File: config.mk
export PLATFORM = sky130hd
export DESIGN_NAME = priority_interrupt_controller
export DESIGN_NICKNAME = d
export VERILOG_FILES = /design/src/pic_pkg.sv /design/src/pic_step.sv /design/src/priority_interrupt_controller.sv
export SDC_FILE = /design/constraint.sdc
export NUM_CORES = 1
export LEC_CHECK = 0
export BUFFER_PORTS_ARGS = -buffer_cell sky130_fd_sc_hd__buf_4
export CAP_MARGIN = 20
export CELL_PAD_IN_SITES_DETAIL_PLACEMENT = 0
export CELL_PAD_IN_SITES_GLOBAL_PLACEMENT = 2
export CORE_MARGIN = 5
export CORE_UTILIZATION = 40
export CTS_BUF_LIST = sky130_fd_sc_hd__clkbuf_16
export DETAILED_ROUTE_END_ITERATION = 7
export MAX_ROUTING_LAYER = met4
export PLACE_DENSITY_LB_ADDON = 0.1
export SETUP_SLACK_MARGIN = 0.15
export SLEW_MARGIN = 0
export SYNTH_ARGS = -nofsm -noshare
export SYNTH_HDL_FRONTEND = slang
export SYNTH_HIERARCHICAL = 1
export SYNTH_SLANG_ARGS = --single-unit
File: constraint.sdc
create_clock -name clk_i -period 3.3 [get_ports clk_i]
set_input_delay 0.495 -clock clk_i [delete_from_list [all_inputs] [get_ports clk_i]]
set_output_delay 0.495 -clock clk_i [all_outputs]
set_load 0.02 [all_outputs]
File: src/pic_pkg.sv
// ----------------------------------------------------------------------------
// Priority interrupt controller package
// Shared types, codes and reset values for the interrupt controller.
// ----------------------------------------------------------------------------
`default_nettype none

package pic_pkg;

  typedef enum logic [2:0] {
    FUNC_READ  = 3'd0,
    FUNC_WRITE = 3'd1,
    FUNC_ACK   = 3'd2,
    FUNC_RAISE = 3'd3,
    FUNC_LOWER = 3'd4
  } pic_func_e;

  localparam logic [1:0] STEP_BASE    = 2'd0;
  localparam logic [1:0] STEP_CASCADE = 2'd1;
  localparam logic [1:0] STEP_MODE    = 2'd2;

  localparam logic [1:0] SEL_CLEAR = 2'b10;
  localparam logic [1:0] SEL_SET   = 2'b11;

  localparam logic [7:0] EOI_NONSPECIFIC = 8'h20;
  localparam logic [4:0] EOI_SPECIFIC    = 5'b01100;
  localparam logic [7:0] BASE_MASK       = 8'hf8;
  localparam logic [7:0] MASK_RESET      = 8'hff;
  localparam logic [7:0] BASE_RESET      = 8'h08;
  localparam logic [2:0] SPURIOUS_LINE   = 3'd7;

  typedef struct packed {
    logic [7:0] request_bits;
    logic [7:0] service_bits;
    logic [7:0] mask_bits;
    logic [7:0] vector_base;
    logic [2:0] pending_line;
    logic       int_active;
    logic       read_service_select;
    logic       special_mask_on;
    logic       init_active;
    logic [1:0] init_step;
    logic       want_cascade_word;
    logic       want_mode_word;
  } pic_state_t;

  localparam pic_state_t STATE_RESET = '{
    request_bits:        8'h00,
    service_bits:        8'h00,
    mask_bits:           MASK_RESET,
    vector_base:         BASE_RESET,
    pending_line:        3'd0,
    int_active:          1'b0,
    read_service_select: 1'b0,
    special_mask_on:     1'b0,
    init_active:         1'b0,
    init_step:           STEP_BASE,
    want_cascade_word:   1'b0,
    want_mode_word:      1'b0
  };

  typedef struct packed {
    logic [2:0] func;
    logic       port_select;
    logic [7:0] write_data;
    logic [2:0] line_number;
  } pic_item_t;

  typedef struct packed {
    logic [7:0] read_data;
    logic [7:0] vector;
    logic       int_pin;
  } pic_result_t;

endpackage

`default_nettype wire

File: src/pic_step.sv
// ----------------------------------------------------------------------------
// Priority interrupt controller step logic
// Computes the next controller state and the result for one transfer.
// ----------------------------------------------------------------------------
`default_nettype none

module pic_step (
  input  wire pic_pkg::pic_state_t state_i,
  input  wire pic_pkg::pic_item_t  item_i,
  output pic_pkg::pic_state_t      state_o,
  output pic_pkg::pic_result_t     result_o
);

  function automatic pic_pkg::pic_state_t grant(input pic_pkg::pic_state_t s);
    pic_pkg::pic_state_t r;
    logic [7:0] ready;
    logic [7:0] below;
    logic [7:0] cand;
    r = s;
    ready = s.request_bits & ~s.mask_bits;
    if (s.special_mask_on) begin
      ready = ready & ~s.service_bits;
    end
    if (!s.special_mask_on && (s.service_bits != 8'h00)) begin
      below = (s.service_bits & (~s.service_bits + 8'd1)) - 8'd1;
    end else begin
      below = 8'hff;
    end
    cand = ready & below;
    if (!s.int_active && (cand != 8'h00)) begin
      for (int k = 7; k >= 0; k--) begin
        if (cand[k]) begin
          r.pending_line = 3'(k);
        end
      end
      r.request_bits = s.request_bits & ~(8'h01 << r.pending_line);
      r.int_active   = 1'b1;
    end
    return r;
  endfunction

  pic_pkg::pic_state_t ns;
  logic [7:0]          rd;
  logic [7:0]          vec;
  logic                do_grant;
  logic [7:0]          d;

  assign d = item_i.write_data;

  always_comb begin
    ns       = state_i;
    rd       = 8'h00;
    vec      = 8'h00;
    do_grant = 1'b0;
    unique case (pic_pkg::pic_func_e'(item_i.func))
      pic_pkg::FUNC_READ: begin
        if (item_i.port_select) begin
          rd = state_i.mask_bits;
        end else begin
          rd = state_i.read_service_select ? state_i.service_bits : state_i.request_bits;
        end
      end
      pic_pkg::FUNC_WRITE: begin
        if (item_i.port_select) begin
          if (state_i.init_active) begin
            unique case (state_i.init_step)
              pic_pkg::STEP_BASE: begin
                ns.vector_base = d & pic_pkg::BASE_MASK;
                if (state_i.want_cascade_word) begin
                  ns.init_step = pic_pkg::STEP_CASCADE;
                end else if (state_i.want_mode_word) begin
                  ns.init_step = pic_pkg::STEP_MODE;
                end else begin
                  ns.init_active = 1'b0;
                  ns.init_step   = pic_pkg::STEP_BASE;
                end
              end
              pic_pkg::STEP_CASCADE: begin
                if (state_i.want_mode_word) begin
                  ns.init_step = pic_pkg::STEP_MODE;
                end else begin
                  ns.init_active = 1'b0;
                  ns.init_step   = pic_pkg::STEP_BASE;
                end
              end
              default: begin
                ns.init_active = 1'b0;
                ns.init_step   = pic_pkg::STEP_BASE;
              end
            endcase
          end else begin
            ns.mask_bits = d;
            do_grant     = 1'b1;
          end
        end else if (d[4]) begin
          ns.init_active       = 1'b1;
          ns.init_step         = pic_pkg::STEP_BASE;
          ns.want_mode_word    = d[0];
          ns.want_cascade_word = ~d[1];
          ns.mask_bits         = pic_pkg::MASK_RESET;
          ns.service_bits      = 8'h00;
          ns.request_bits      = 8'h00;
          ns.int_active        = 1'b0;
        end else if (d[3]) begin
          if (d[1:0] == pic_pkg::SEL_CLEAR) begin
            ns.read_service_select = 1'b0;
          end else if (d[1:0] == pic_pkg::SEL_SET) begin
            ns.read_service_select = 1'b1;
          end
          if (d[6:5] == pic_pkg::SEL_CLEAR) begin
            ns.special_mask_on = 1'b0;
          end else if (d[6:5] == pic_pkg::SEL_SET) begin
            ns.special_mask_on = 1'b1;
            do_grant           = 1'b1;
          end
        end else if (d == pic_pkg::EOI_NONSPECIFIC) begin
          ns.service_bits = state_i.service_bits & (state_i.service_bits - 8'd1);
          do_grant        = 1'b1;
        end else if (d[7:3] == pic_pkg::EOI_SPECIFIC) begin
          ns.service_bits = state_i.service_bits & ~(8'h01 << d[2:0]);
          do_grant        = 1'b1;
        end
      end
      pic_pkg::FUNC_ACK: begin
        if (state_i.int_active) begin
          ns.int_active   = 1'b0;
          ns.service_bits = state_i.service_bits | (8'h01 << state_i.pending_line);
          ns.request_bits = state_i.request_bits & ~(8'h01 << state_i.pending_line);
          vec = {5'd0, state_i.pending_line} + state_i.vector_base;
        end else begin
          vec = {5'd0, pic_pkg::SPURIOUS_LINE} + state_i.vector_base;
        end
        do_grant = 1'b1;
      end
      pic_pkg::FUNC_RAISE: begin
        ns.request_bits = state_i.request_bits | (8'h01 << item_i.line_number);
        do_grant        = 1'b1;
      end
      pic_pkg::FUNC_LOWER: begin
        ns.request_bits = state_i.request_bits & ~(8'h01 << item_i.line_number);
        do_grant        = 1'b1;
      end
      default: begin
        ns = state_i;
      end
    endcase
    if (do_grant) begin
      ns = grant(ns);
    end
  end

  assign state_o            = ns;
  assign result_o.read_data = rd;
  assign result_o.vector    = vec;
  assign result_o.int_pin   = ns.int_active;

endmodule

`default_nettype wire

File: src/priority_interrupt_controller.sv
// ----------------------------------------------------------------------------
// Priority interrupt controller
// Eight-line fixed-priority interrupt controller with a transfer interface.
// ----------------------------------------------------------------------------
// Each transfer carries a register read, a register write, an acknowledge or
// a line raise or lower event, and returns exactly one result. A transfer is
// captured in an input register and processed once the output register can
// take a result; the controller state is then updated and the result is loaded
// into the output register. One transfer per cycle is sustained while the
// output does not stall; the figure is set by the single state update per
// cycle. A stalled output holds the result, and the input stalls only while
// both the input and output registers are full.
`default_nettype none

module priority_interrupt_controller (
  input  wire logic       clk_i,
  input  wire logic       rst_ni,
  input  wire logic       in_valid_i,
  output logic            in_stall_o,
  input  wire logic [2:0] func_i,
  input  wire logic       port_select_i,
  input  wire logic [7:0] write_data_i,
  input  wire logic [2:0] line_number_i,
  output logic            out_valid_o,
  input  wire logic       out_stall_i,
  output logic [7:0]      read_data_o,
  output logic [7:0]      vector_o,
  output logic            int_pin_o
);

  pic_pkg::pic_state_t  state_q;
  pic_pkg::pic_state_t  state_d;
  pic_pkg::pic_item_t   item_q;
  pic_pkg::pic_result_t result_q;
  pic_pkg::pic_result_t result_d;
  logic                 item_valid_q;
  logic                 out_valid_q;
  logic                 advance;
  logic                 take_in;

  assign advance    = item_valid_q && (!out_valid_q || !out_stall_i);
  assign in_stall_o = item_valid_q && !advance;
  assign take_in    = in_valid_i && !in_stall_o;

  pic_step u_step (
    .state_i  (state_q),
    .item_i   (item_q),
    .state_o  (state_d),
    .result_o (result_d)
  );

  always_ff @(posedge clk_i or negedge rst_ni) begin
    if (!rst_ni) begin
      item_valid_q <= 1'b0;
      out_valid_q  <= 1'b0;
      state_q      <= pic_pkg::STATE_RESET;
    end else begin
      if (take_in) begin
        item_valid_q <= 1'b1;
      end else if (advance) begin
        item_valid_q <= 1'b0;
      end
      if (advance) begin
        out_valid_q <= 1'b1;
        state_q     <= state_d;
      end else if (!out_stall_i) begin
        out_valid_q <= 1'b0;
      end
    end
  end

  always_ff @(posedge clk_i) begin
    if (take_in) begin
      item_q.func        <= func_i;
      item_q.port_select <= port_select_i;
      item_q.write_data  <= write_data_i;
      item_q.line_number <= line_number_i;
    end
    if (advance) begin
      result_q <= result_d;
    end
  end

  assign out_valid_o = out_valid_q;
  assign read_data_o = result_q.read_data;
  assign vector_o    = result_q.vector;
  assign int_pin_o   = result_q.int_pin;

`ifndef SYNTHESIS
  a_pin_tracks_state: assert property (@(posedge clk_i) disable iff (!rst_ni)
    out_valid_q |-> (result_q.int_pin == state_q.int_active))
    else $error("Interrupt pin differs from controller state.");

  a_step_idle: assert property (@(posedge clk_i) disable iff (!rst_ni)
    !state_q.init_active |-> (state_q.init_step == pic_pkg::STEP_BASE))
    else $error("Init step is nonzero outside the init sequence.");

  a_stall_full: assert property (@(posedge clk_i) disable iff (!rst_ni)
    in_stall_o |-> (item_valid_q && out_valid_q && out_stall_i))
    else $error("Input stalled while a register is free.");
`endif

endmodule

`default_nettype wire
==> results.md <==
* Status: finished, final reports clean
* Post-route ant nets at 0
* Fin. Hold Viols at 0
* Max incr delay on CP at 0.53 ns
* Worst Skew at between 0.009 and 0.01 ns
* Final std cells w/o fill at between 700 and 800
* Adder-cell area share of the yosys netlist at ~1.2%
* Setup crit start: item_q[14]
* Mapped cell area at 4880 um2
* VDD IR max at ~0.27 mV
* Avg Cell Area, Syn at between 10 and 15 um2
* P&R area growth vs syn at 31.5%
* Placed Cells at a little under 700
* Setup WS post-layout at ~0.13 ns
* CTS tree: built
* CP required at between 3 and 4 ns
* Post-synth top area share at between 10% and 20%
* Most frequent cells after synthesis: 46 x mux2_2, 39 x nor2_1, 36 x dfrtp_1
* Sequential share of power at 35.1%
* CP bufs+invs at 2
* Sequential fraction of the synthesis area at ~43%
* Die Width at ~120 um
* Vias in the first global route at 4131
* Crit share post-route at between 90% and 100%
* Tot Pwr at 4.39 mW
* IO Count at 38
* Share of cells above drive strength 1 at roughly 41%
* Critical Path End Type: flip-flop
* CTS Buffer Depth at 2
* CP max stage cell: or4_1
* R2R depth at 11
* Crit start category: flip-flop
* Mux share of post-synthesis cell area at between 10% and 20%
* Cell mode on critical path: nand3_2
* Largest family of logic cells by synthesized area: simple AND/OR/NAND/NOR gates
* Critical Path End: state_q[8]
* Fillers at about 1100
* Vias at around 4200
* Synth Net Count at 504
* GP Congestion at around 0.96
* Residual DRC at 0
* Global-route wire length before repair at approximately 23000 um
* Hold Path Class: in -> async
* Post-synth EDFFs at 32
* CTS Sinks at 77
* Sw Ratio at 36.2%
* Comb pwr share at slightly above 40%
* Worst path depth at 11
* Unrepaired setup endpoints after global routing: true
* # setup viols final at 0
* Buffers added on ports at 37
* Leak at 2.70 nW
* Starting density of the core at between 40% and 50%
* Slew @ Worst Pin at ~0.84 ns
* HPWL Detailed at about 11000 um
* Initial antenna violation count at 0
* WL final at about 15000 um
* Final Instance Area at around 6400 um2
* Largest area contributor in the netlist: edfxtp_1
* Drt wl/cell at about 21 um
* Drt initial violations at 285
* Pre-CTS WS at -0.0401 ns
* PwrDens at about 680 nW/um2
* Clock network power share at between 20% and 30%
* Core region area at roughly 12000 um2
* Setup TNS at 0 ns
* FF-to-FF Start: item_q[14]
* Pins Over Slew Limit at 0
* Max_slew headroom at 43.7%
* #FFs+latches synth at 77
* Largest net degree at the start of global routing at around 60
* Max Cap Violations at 0
* Critical Path Fanout Max at 6
* Reg2reg setup slack at about 0.13 ns
* YS warnings at 6
* Gate count of the mapped netlist at 481
* Post-layout min period at 3.17 ns
* Most common cell in the netlist: mux2_2
* Cell variety after synth at just over 80
* Switching Power at approximately 1.6 mW
* Worst-Skew Late Latency at around 0.34 ns
* Synth async-reset ratio at between 50% and 60%
* Internal power at ~2.8 mW
* Worst-path clk slew at roughly 0.060 ns
* Antenna cell count at 0
* Post-synth top flop: dfrtp_1
* Post-synthesis simple-gate area fraction at between 20% and 30%
* Arrival time worst endpoint at 3.40 ns
* Chip height at between 100 and 150 um
* CP Class: reg -> reg
* Placed cell area at about 5600 um2
* Drt pass-1 iters at 5
* FF-to-FF End: state_q[8]
* Vias per std cell at 5.75
* Crit path cell chain: nor4b_4, buf_6, buf_4, nand3_2, mux2i_4, or4_1, a221o_2, nand3_2, a21boi_1, a31o_2, mux2_4
* Gr usage total at between 20% and 30%
* Compound-cell area share of the yosys netlist at between 10% and 20%
* Die ar. at 14500 um2
* Placement row count at 40
* Grt total ovfl at 0
* H-tree depth at 3
* Top cells by area, synth: edfxtp_1 20%, dfrtp_1 18%, mux2_2 11%
* Xor/xnor cell area share of the yosys netlist at less than 1%
* Final design utilization at a little over half
* Fmax at about 320 MHz
* Nets at around 600
* Clock Tree Root: clkbuf_16
* Critical path's top delay family: simple AND/OR/NAND/NOR gates
* Min Hold Slack at 0.176 ns
* CTS buffer count at 9
per-layer routing:
metal	wire length [um]	track usage (%)
met1	6920	29.3
met2	7330	33.5
met3	755	2.71
met4	320	8.07
met5	0	-
kinds of logic (layout without fill, tap and decap cells):
logic type / Yosys count / count (layout)
mux: 59 / 59
flops: 77 / 77
simple gates: 171 / 171
fa+ha+maj: 4 / 4
buf+inv: 47 / 150
xor+xnor: 5 / 5
compound gates: 118 / 118
worst min path at each step:
stage | endpoint | start | slack [ns]
floorplan | item_valid_q | rst_ni | 0.20
global route | state_q[33] | rst_ni | 0.23
finish | state_q[33] | rst_ni | 0.18
global placement | out_valid_o | item_valid_q | 0.47
CTS | state_q[27] | rst_ni | 0.20
detailed placement | out_valid_o | item_valid_q | 0.49
layout make-up:
type                            instances  area (um2)  area share (%)
Multi-Input combinational cell        357        2840            44.2
Clock inverter                          7        85.1            1.33
Clock buffer                            9         225            3.51
Timing Repair Buffer                  113         908            14.2
Sequential cell                        77        2100            32.7
Tap cell                              147         184            2.87
Inverter                               21        78.8            1.23
layout by cell type (no fill, tap or decap), drive strengths merged, types with 4 or more instances in the layout:
master	instances
o31ai	4
nor2	39
dfstp	9
nor4	6
a31oi	11
a21boi	6
a211oi	4
mux2	48
nand3	20
inv	24
mux2i	11
nor3	14
buf	112
nand2b	11
or3	4
dfrtp	36
edfxtp	32
a21oi	27
nand2	23
a21o	4
clkbuf	9
a22oi	4
xor2	4
nor3b	4
and2	7
nor2b	13
o21ai	23
nor4b	5
repair_timing:
action | in CTS | in global routing
pin swaps | 22 | 18
hold buffers | 0 | 0
endpoints found under the setup margin | 9 | 11
gates resized for setup | 30 | 40
setup buffers | 13 | 9
gates cloned | 1 | 0
worst register-to-register path, delay by kind of cell (launching register included):
family          cells  cell delay, ns
simple gates        4            1.07
mux                 2            0.47
buf+inv             2            0.29
compound gates      3            0.71
flops               1            0.51
power groups by stage:
| stage | logic [mW] | registers [mW] | clock network, mW |
|---|---|---|---|
| after floorplan | 0.981 | 1.46 | 0 |
| after global placement | 1.50 | 1.55 | 0 |
| after detailed placement | 1.50 | 1.55 | 0 |
| after CTS | 1.68 | 1.54 | 1.07 |
| after global routing | 1.96 | 1.57 | 1.11 |
| final | 1.81 | 1.54 | 1.04 |
registers in the layout, indices dropped and copies added, names as in the netlist:
name          cells
out_valid_o       1
item_q           15
int_pin_o         1
vector_o          8
item_valid_q      1
state_q          43
read_data_o       8
(Power assumes the default switching activity.)
